==> src/lfu_pkg.sv <==
// shared constants and types for the lfu cache engine
package lfu_pkg;

  localparam int ENTRIES_DEF    = 16;
  localparam int COUNT_BITS_DEF = 16;
  localparam int KEY_W          = 32;
  localparam int CAP_W          = 5;

  localparam logic [CAP_W-1:0] CAP_RESET = 5'd16;

  typedef enum logic {
    REQ_GET = 1'b0,
    REQ_PUT = 1'b1
  } req_kind_t;

  typedef struct packed {
    logic hit;
    logic free_ok;
    logic victim_ok;
  } sel_flags_t;

endpackage

==> src/lfu_if.sv <==
// handshake channels for requests, results and the capacity register
interface lfu_req_if;
  import lfu_pkg::*;
  logic                    valid;
  logic                    ready;
  req_kind_t               req_type;
  logic signed [KEY_W-1:0] key;
  logic signed [KEY_W-1:0] value;
  modport source (output valid, req_type, key, value, input ready);
  modport sink   (input valid, req_type, key, value, output ready);
endinterface

interface lfu_rsp_if;
  import lfu_pkg::*;
  logic                    valid;
  logic                    ready;
  logic                    hit;
  logic signed [KEY_W-1:0] read_value;
  logic                    evicted;
  logic signed [KEY_W-1:0] evicted_key;
  modport source (output valid, hit, read_value, evicted, evicted_key, input ready);
  modport sink   (input valid, hit, read_value, evicted, evicted_key, output ready);
endinterface

interface lfu_cfg_if;
  import lfu_pkg::*;
  logic             valid;
  logic             ready;
  logic [CAP_W-1:0] capacity_in_use;
  modport source (output valid, capacity_in_use, input ready);
  modport sink   (input valid, capacity_in_use, output ready);
endinterface

==> src/lfu_lookup.sv <==
// key match, lowest free slot and victim search over all slots
module lfu_lookup #(
  parameter int ENTRIES    = lfu_pkg::ENTRIES_DEF,
  parameter int COUNT_BITS = lfu_pkg::COUNT_BITS_DEF,
  parameter int IDX_W      = (ENTRIES > 1) ? $clog2(ENTRIES) : 1
) (
  input  logic [ENTRIES-1:0]       slot_valid,
  input  logic [lfu_pkg::KEY_W-1:0] slot_key     [ENTRIES],
  input  logic [COUNT_BITS-1:0]    use_count    [ENTRIES],
  input  logic [IDX_W-1:0]         recency_rank [ENTRIES],
  input  logic [lfu_pkg::KEY_W-1:0] key,
  output logic [ENTRIES-1:0]       hit_oh,
  output logic [ENTRIES-1:0]       free_oh,
  output logic [IDX_W-1:0]         victim_idx,
  output lfu_pkg::sel_flags_t      flags
);
  import lfu_pkg::*;

  localparam int LEAVES = 1 << IDX_W;
  localparam int NODES  = 2 * LEAVES - 1;

  logic [ENTRIES-1:0]    match;
  logic                  nd_ok  [NODES];
  logic [COUNT_BITS-1:0] nd_cnt [NODES];
  logic [IDX_W-1:0]      nd_rnk [NODES];
  logic [IDX_W-1:0]      nd_idx [NODES];

  always_comb begin
    for (int i = 0; i < ENTRIES; i++) begin
      match[i] = slot_valid[i] && (slot_key[i] == key);
    end
  end

  // keep the lowest set bit
  assign hit_oh  = match & (~match + ENTRIES'(1));
  assign free_oh = ~slot_valid & (slot_valid + ENTRIES'(1));

  // minimum tree: lowest count, then oldest rank
  for (genvar g = 0; g < LEAVES; g++) begin : g_leaf
    if (g < ENTRIES) begin : g_real
      assign nd_ok[LEAVES-1+g]  = slot_valid[g];
      assign nd_cnt[LEAVES-1+g] = use_count[g];
      assign nd_rnk[LEAVES-1+g] = recency_rank[g];
    end else begin : g_pad
      assign nd_ok[LEAVES-1+g]  = 1'b0;
      assign nd_cnt[LEAVES-1+g] = '0;
      assign nd_rnk[LEAVES-1+g] = '0;
    end
    assign nd_idx[LEAVES-1+g] = IDX_W'(g);
  end

  for (genvar n = 0; n < LEAVES - 1; n++) begin : g_node
    logic pick_r;
    assign pick_r = nd_ok[2*n+2] && (!nd_ok[2*n+1] ||
                    (nd_cnt[2*n+2] < nd_cnt[2*n+1]) ||
                    ((nd_cnt[2*n+2] == nd_cnt[2*n+1]) &&
                     (nd_rnk[2*n+2] > nd_rnk[2*n+1])));
    assign nd_ok[n]  = nd_ok[2*n+1] || nd_ok[2*n+2];
    assign nd_cnt[n] = pick_r ? nd_cnt[2*n+2] : nd_cnt[2*n+1];
    assign nd_rnk[n] = pick_r ? nd_rnk[2*n+2] : nd_rnk[2*n+1];
    assign nd_idx[n] = pick_r ? nd_idx[2*n+2] : nd_idx[2*n+1];
  end

  assign victim_idx      = nd_idx[0];
  assign flags.hit       = |match;
  assign flags.free_ok   = |free_oh;
  assign flags.victim_ok = nd_ok[0];

endmodule

==> src/lfu_cache_engine_core.sv <==
// top level of the lfu cache engine with lru tie-break
//
// channels: req carries one word per request (req_type get or put, key,
// value); rsp returns one word per request (hit, read_value, evicted,
// evicted_key); cfg writes capacity_in_use and is always ready.
// a request taken into the request stage is looked up and applied there, and
// its result is written to the output register as the stage advances; the
// request stage and the output register lie between acceptance and rsp.valid.
// throughput is one request per cycle while rsp is not stalled; the key
// compare over all slots and the count/age minimum tree sit between them.
// a request sees every change made by the one before it.
// reset clears all valid marks, ages and the occupancy and sets the
// capacity to 16; keys, values and counts are written when a slot is loaded.
// when rsp is stalled the output word holds, the request stage holds its
// word and req.ready drops once both are full.
// capacity writes are expected only while no request is in flight.
module lfu_cache_engine_core #(
  parameter int ENTRIES    = lfu_pkg::ENTRIES_DEF,
  parameter int COUNT_BITS = lfu_pkg::COUNT_BITS_DEF
) (
  input  logic      clk,
  input  logic      rst,
  lfu_cfg_if.sink   cfg,
  lfu_req_if.sink   req,
  lfu_rsp_if.source rsp
);
  import lfu_pkg::*;

  localparam int IDX_W = (ENTRIES > 1) ? $clog2(ENTRIES) : 1;
  localparam int OCC_W = $clog2(ENTRIES + 1);
  localparam int CMP_W = (OCC_W > CAP_W) ? OCC_W : CAP_W;

  // capacity register
  logic [CAP_W-1:0] capacity;

  // slot store
  logic [ENTRIES-1:0]    slot_valid;
  logic [KEY_W-1:0]      slot_key     [ENTRIES];
  logic [KEY_W-1:0]      slot_data    [ENTRIES];
  logic [COUNT_BITS-1:0] use_count    [ENTRIES];
  logic [IDX_W-1:0]      recency_rank [ENTRIES];
  logic [OCC_W-1:0]      occupancy;

  // request stage
  logic             s1_valid;
  req_kind_t        s1_req_type;
  logic [KEY_W-1:0] s1_key;
  logic [KEY_W-1:0] s1_value;

  // result register
  logic             out_valid;
  logic             out_hit;
  logic [KEY_W-1:0] out_read_value;
  logic             out_evicted;
  logic [KEY_W-1:0] out_evicted_key;

  logic             advance;
  logic             fire;

  logic [ENTRIES-1:0] hit_oh;
  logic [ENTRIES-1:0] free_oh;
  logic [IDX_W-1:0]   victim_idx;
  sel_flags_t         flags;

  logic [CMP_W-1:0] cap_eff;
  logic             is_put;
  logic             cap_zero;
  logic             hit_ok;
  logic             miss_put;
  logic             do_fill;
  logic             do_evict;
  logic [KEY_W-1:0] hit_data;
  logic [IDX_W-1:0] hit_rank;
  logic [IDX_W-1:0] old_rank;

  logic [ENTRIES-1:0] victim_oh;
  logic [ENTRIES-1:0] bump;
  logic [ENTRIES-1:0] load;
  logic [ENTRIES-1:0] data_wr;
  logic [ENTRIES-1:0] to_front;
  logic [ENTRIES-1:0] age;

  assign cfg.ready = 1'b1;

  assign advance   = !out_valid || rsp.ready;
  assign fire      = s1_valid && advance;
  assign req.ready = !s1_valid || advance;

  lfu_lookup #(
    .ENTRIES    (ENTRIES),
    .COUNT_BITS (COUNT_BITS),
    .IDX_W      (IDX_W)
  ) u_lookup (
    .slot_valid   (slot_valid),
    .slot_key     (slot_key),
    .use_count    (use_count),
    .recency_rank (recency_rank),
    .key          (s1_key),
    .hit_oh       (hit_oh),
    .free_oh      (free_oh),
    .victim_idx   (victim_idx),
    .flags        (flags)
  );

  // capacity above the slot count acts as the slot count
  assign cap_eff = (CMP_W'(capacity) > CMP_W'(ENTRIES)) ? CMP_W'(ENTRIES)
                                                        : CMP_W'(capacity);

  assign is_put   = (s1_req_type == REQ_PUT);
  assign cap_zero = (capacity == '0);
  assign hit_ok   = flags.hit && !(is_put && cap_zero);
  assign miss_put = is_put && !cap_zero && !flags.hit;
  assign do_fill  = miss_put && (CMP_W'(occupancy) < cap_eff) && flags.free_ok;
  assign do_evict = miss_put && !do_fill && flags.victim_ok;

  always_comb begin
    hit_data = '0;
    hit_rank = '0;
    for (int i = 0; i < ENTRIES; i++) begin
      if (hit_oh[i]) begin
        hit_data = hit_data | slot_data[i];
        hit_rank = hit_rank | recency_rank[i];
      end
      victim_oh[i] = (victim_idx == IDX_W'(i));
    end
  end

  assign old_rank = hit_ok ? hit_rank : recency_rank[victim_idx];

  always_comb begin
    for (int i = 0; i < ENTRIES; i++) begin
      bump[i]     = fire && hit_ok && hit_oh[i];
      load[i]     = fire && ((do_fill && free_oh[i]) || (do_evict && victim_oh[i]));
      data_wr[i]  = load[i] || (bump[i] && is_put);
      to_front[i] = bump[i] || load[i];
      // slots newer than the touched one age; a fill ages every other valid slot
      age[i]      = fire && slot_valid[i] && !to_front[i] &&
                    (do_fill || ((hit_ok || do_evict) && (recency_rank[i] < old_rank)));
    end
  end

  // control state
  always_ff @(posedge clk) begin
    if (rst) begin
      capacity   <= CAP_RESET;
      slot_valid <= '0;
      occupancy  <= '0;
      s1_valid   <= 1'b0;
      out_valid  <= 1'b0;
      for (int i = 0; i < ENTRIES; i++) begin
        recency_rank[i] <= '0;
      end
    end else begin
      if (cfg.valid) begin
        capacity <= cfg.capacity_in_use;
      end
      if (req.ready) begin
        s1_valid <= req.valid;
      end
      if (advance) begin
        out_valid <= s1_valid;
      end
      if (fire && do_fill) begin
        slot_valid <= slot_valid | free_oh;
        occupancy  <= occupancy + OCC_W'(1);
      end
      for (int i = 0; i < ENTRIES; i++) begin
        if (to_front[i]) begin
          recency_rank[i] <= '0;
        end else if (age[i]) begin
          recency_rank[i] <= recency_rank[i] + IDX_W'(1);
        end
      end
    end
  end

  // payload
  always_ff @(posedge clk) begin
    if (req.valid && req.ready) begin
      s1_req_type <= req.req_type;
      s1_key      <= req.key;
      s1_value    <= req.value;
    end
    if (fire) begin
      out_hit         <= hit_ok;
      out_read_value  <= (hit_ok && !is_put) ? hit_data : '0;
      out_evicted     <= do_evict;
      out_evicted_key <= do_evict ? slot_key[victim_idx] : '0;
    end
    for (int i = 0; i < ENTRIES; i++) begin
      if (load[i]) begin
        slot_key[i]  <= s1_key;
        use_count[i] <= COUNT_BITS'(1);
      end else if (bump[i] && (use_count[i] != '1)) begin
        use_count[i] <= use_count[i] + COUNT_BITS'(1);
      end
      if (data_wr[i]) begin
        slot_data[i] <= s1_value;
      end
    end
  end

  assign rsp.valid       = out_valid;
  assign rsp.hit         = out_hit;
  assign rsp.read_value  = out_read_value;
  assign rsp.evicted     = out_evicted;
  assign rsp.evicted_key = out_evicted_key;

endmodule

==> src/flat_wrapper.sv <==
// flat-port wrapper written by rule: the top's interface ports become plain ports
module lfu_cache_engine_core_flat import lfu_pkg::*;
#(
  parameter int ENTRIES    = lfu_pkg::ENTRIES_DEF,
  parameter int COUNT_BITS = lfu_pkg::COUNT_BITS_DEF
)
  (clk, rst, cfg_valid, cfg_capacity_in_use, cfg_ready, req_valid, req_req_type, req_key, req_value, req_ready, rsp_valid, rsp_hit, rsp_read_value, rsp_evicted, rsp_evicted_key, rsp_ready);
  lfu_cfg_if cfg_i ();
  lfu_req_if req_i ();
  lfu_rsp_if rsp_i ();
  input  logic clk;
  input  logic rst;
  input wire logic [$bits(cfg_i.valid)-1:0] cfg_valid;
  input wire logic [$bits(cfg_i.capacity_in_use)-1:0] cfg_capacity_in_use;
  output wire logic [$bits(cfg_i.ready)-1:0] cfg_ready;
  input wire logic [$bits(req_i.valid)-1:0] req_valid;
  input wire logic [$bits(req_i.req_type)-1:0] req_req_type;
  input wire logic [$bits(req_i.key)-1:0] req_key;
  input wire logic [$bits(req_i.value)-1:0] req_value;
  output wire logic [$bits(req_i.ready)-1:0] req_ready;
  output wire logic [$bits(rsp_i.valid)-1:0] rsp_valid;
  output wire logic [$bits(rsp_i.hit)-1:0] rsp_hit;
  output wire logic [$bits(rsp_i.read_value)-1:0] rsp_read_value;
  output wire logic [$bits(rsp_i.evicted)-1:0] rsp_evicted;
  output wire logic [$bits(rsp_i.evicted_key)-1:0] rsp_evicted_key;
  input wire logic [$bits(rsp_i.ready)-1:0] rsp_ready;
  assign cfg_i.valid = cfg_valid;
  assign cfg_i.capacity_in_use = cfg_capacity_in_use;
  assign cfg_ready = cfg_i.ready;
  assign req_i.valid = req_valid;
  assign req_i.req_type = req_req_type;
  assign req_i.key = req_key;
  assign req_i.value = req_value;
  assign req_ready = req_i.ready;
  assign rsp_valid = rsp_i.valid;
  assign rsp_hit = rsp_i.hit;
  assign rsp_read_value = rsp_i.read_value;
  assign rsp_evicted = rsp_i.evicted;
  assign rsp_evicted_key = rsp_i.evicted_key;
  assign rsp_i.ready = rsp_ready;
  lfu_cache_engine_core #(.ENTRIES(ENTRIES), .COUNT_BITS(COUNT_BITS)) u_core (.clk(clk), .rst(rst), .cfg(cfg_i), .req(req_i), .rsp(rsp_i));
endmodule
==> config.mk <==
export PLATFORM = sky130hd
export DESIGN_NAME = lfu_cache_engine_core_flat
export DESIGN_NICKNAME = d
export VERILOG_FILES = /design/src/lfu_pkg.sv /design/src/lfu_if.sv /design/src/lfu_lookup.sv /design/src/lfu_cache_engine_core.sv /design/src/flat_wrapper.sv
export SDC_FILE = /design/constraint.sdc
export NUM_CORES = 2
export LEC_CHECK = 0
export BUFFER_PORTS_ARGS = -buffer_cell sky130_fd_sc_hd__buf_4
export CORE_MARGIN = 1.5
export CORE_UTILIZATION = 30
export CTS_CLUSTER_SIZE = 12
export DETAILED_ROUTE_END_ITERATION = 10
export PLACE_DENSITY = 0.5
export SLEW_MARGIN = 20
export SYNTH_ARGS = -nofsm -noshare
export SYNTH_HDL_FRONTEND = slang
export SYNTH_HIERARCHICAL = 1
export SYNTH_SLANG_ARGS = --single-unit
==> constraint.sdc <==
create_clock -name clk -period 15.61 [get_ports clk]
set_clock_uncertainty 0.1 [all_clocks]
set_input_delay 0.7805 -clock clk [delete_from_list [all_inputs] [get_ports clk]]
set_output_delay 0.7805 -clock clk [all_outputs]
set_load 0.1 [all_outputs]
==> flow_metrics.tcl <==
set metrics [dict create \
    stdcell_area_sq_um 89500 \
    finalCritPeriodShare_pct 92.1 \
    fmax_mhz 69.6 \
    wirelength_um 266000 \
    synth_xor_area_share_pct 8.23 \
    placementRows 186 \
    syn-num-nets 6664 \
    power.density_nw_per_um2 98.3 \
    worst_hold_slack_ns 0.0677 \
    cpMostUsedCell "ha_1" \
    worstSetupEndpointType "register" \
    viasPerCell 5.40 \
    crit_path_start "u_core/use_count[155]" \
    worstSetupPathDepth 42 \
    syn-cell-area_sq_um 77400 \
    hold_path.class "primary input to register" \
    cpPeakStageDelay_ns 0.79 \
    endpoint "u_core/recency_rank[35]" \
    synth_warnings 6 \
    cts.sinks 1503 \
    grt_pass1_vias 52800 \
    cts_buffers 174 \
    initial_core_util_pct 30.2 \
    die_h_um 511 \
    period_needed_ns 14.38 \
    synth_cells 6204 \
    avgSynthCellArea_sq_um 12.5 \
    drive_above_1_share_pct 13.9 \
    yosys.area_share.simple_pct 9.82 \
    synthArstFlopShare_pct 0 \
    area_delta_synth_final_pct 15.6 \
    peakVddDrop_mv 0.136 \
    clkTransAtPathRegs_ns 0.06 \
    max_slew_margin_pct 15.7 \
    core-area_sq_um 257000 \
    routedWlPerCell_um 26.6 \
    io_buffers 142 \
    vias 53900 \
    synth_edf_count 1155 \
    status "finished, final reports clean" \
    cp.arrival_ns 15.03 \
    antenna_left 0 \
    synth-compound-area-share_pct 9.72 \
    synth_seq_cells 1503 \
    ff2ff_setup_slack_ns 1.23 \
    r2r_cells 42 \
    drc_errors 0 \
    die_w_um 511 \
    synth-adder-area-share_pct 6.22 \
    r2r-start "u_core/use_count[155]" \
    total_power_mw 8.80 \
    worstSetupStartpointType "register" \
    ys_types 101 \
    dieArea_sq_um 261000 \
    cp_max_fo 42 \
    clk_path_buf_depth 3 \
    ys_seq_area_share_pct 53.8 \
    min_from "req_value[29]" \
    drt_iter0_drc 4832 \
    grt_antenna_before_repair 10 \
    grt_usage_pct 19.8 \
    worstMarginPinSlew_ns 1.25 \
    nNetsFinal 6919 \
    timing.rr.end "u_core/recency_rank[35]" \
    synth_top_family_by_area "simple AND/OR/NAND/NOR gates" \
    post_cts_buffers 0 \
    critPathSlowestCell "a32oi_2" \
    boundaryPins 144 \
    grt_pass1_wl_um 382000 \
    place_area_sq_um 83200 \
    dp_hpwl_um 179000 \
    rsz0062_at_grt "false" \
    cts_tree "built" \
    slew_viol_final 0 \
    htree_levels 4 \
    p_leak_nw 29.9 \
    dominantRegCellSynth "edfxtp_1" \
    grt-ovfl-total 0 \
    synthMuxAreaShare_pct 8.83 \
    grt_max_degree 131 \
    setup_viol 0 \
    root_buffer "clkbuf_16" \
    path_buf_inv 6 \
    fin_setup_tns_ns 0 \
    fin_util_pct 34.9 \
    clock_latency_ns 0.86 \
    hold_viol_final 0 \
    critical_path_class "register to register" \
    max_cap_violations 0 \
    crit_family "compound AO/OA/AOI/OAI gates" \
    gp_congestion 0.917 \
    worstPathRequired_ns 16.26 \
    dr.pass1.iters 6 \
]
==> sequential cells by signal, summed over array words and instances, names as in the netlist <==
| register | flops |
|---|---|
| u_core/rsp.evicted_key | 32 |
| u_core/slot_valid | 16 |
| u_core/capacity | 5 |
| u_core/rsp.evicted | 1 |
| u_core/slot_data | 512 |
| u_core/use_count | 256 |
| u_core/rsp.hit | 1 |
| u_core/rsp.valid | 1 |
| u_core/slot_key | 512 |
| u_core/is_put | 1 |
| u_core/rsp.read_value | 32 |
| u_core/recency_rank | 64 |
| u_core/s1_value | 32 |
| u_core/occupancy | 5 |
| u_core/s1_key | 32 |
| u_core/s1_valid | 1 |
==> cell families after synthesis <==
kind of cell | count (synthesis)
fa+ha+maj | 385
simple gates | 1494
mux | 436
other cells | 1
xor+xnor | 728
compound gates | 1031
buf+inv | 626
flops | 1503
==> cells in the final DEF, fill, tap and decap left out, drive strengths merged, types with 195 or more instances in the layout <==
| cell | n |
|---|---|
| ha | 385 |
| nand4 | 220 |
| xor2 | 239 |
| nand3 | 195 |
| edfxtp | 1155 |
| xnor2 | 489 |
| buf | 288 |
| dfxtp | 348 |
| inv | 345 |
| clkbuf | 224 |
| a21oi | 224 |
| nor2 | 375 |
| nand2 | 269 |
==> worst register-to-register path: cells and delay by family (launching register included) <==
kind	cells	cell delay, ns
adder cells (fa/ha/maj)	5	1.60
flip-flops	1	0.46
buffers and inverters	6	1.70
AND/OR/NAND/NOR	10	3.42
AO/OA/AOI/OAI	18	5.62
multiplexers	3	1.43
==> cell type report <==
type	count	area (sq um)
Antenna cell	4	10.0
Clock buffer	224	4610
Clock inverter	93	1060
Fill cell	24900	167000
Inverter	351	1330
Multi-Input combinational cell	4075	33600
Sequential cell	1503	41600
Tap cell	3384	4230
Timing Repair Buffer	354	3090
==> report_power, final <==
group | internal, mW | switching, mW
Clock | 2.29 | 1.76
Sequential | 4.33 | 0.0347
Combinational | 0.120 | 0.262
==> metal layers <==
layer  share of wire [%]  vias up  track usage, %
met1                  44    27500            27.0
met3                 6.1      340            3.03
met2                  47     1892            32.2
met5              0.0098        -               0
met4                 2.8        4            5.99
li1                    -    24200               -
==> cells in the mapped netlist (48+ instances only) <==
library cell  instances  area, sq um
nand2_1             269         1010
mux2i_1             180         1800
a221oi_1            127         1110
nor2_1              374         1400
xor2_1              239         2090
nor2b_1              51          319
or3_1                54          338
nand4_1             219         1370
buf_2                74          370
o21ai_0             104          521
nand3_1             195          976
nor4_1               65          407
and3_1               74          463
clkbuf_1            122          458
ha_1                385         4820
a22oi_1              73          548
a21oi_1             223         1120
dfxtp_1             348         6970
mux4_2              180         4050
edfxtp_1           1155        34700
buf_1                48          180
xnor2_1             489         4280
nor3_1               64          320
a22o_1              110          963
inv_1               329         1230
==> how the worst min path moves through the flow <==
stage	to	depth (start not counted)
6_report	u_core/s1_value[29]	1
5_1_grt	u_core/s1_value[29]	1
4_1_cts	u_core/capacity[1]	3
3_5_place_dp	u_core/use_count[129]	2
3_3_place_gp	u_core/use_count[129]	2
2_1_floorplan	u_core/slot_valid[14]	2
==> metrics by stage <==
step	setup WS, ns	instances
after detailed placement	1.01	9601
after global routing	0.366	9985
after CTS	0.995	9984
after global placement	1.05	9601
final	1.23	9988
after floorplan	2.95	6204
==> what timing repair did <==
item	4_1_cts	5_1_grt
gates resized for setup	0	1
hold buffers	66	0
hold endpoints to repair	66	0
endpoints found under the setup margin	0	2
No activity file was read; power rests on OpenSTA's default activity.
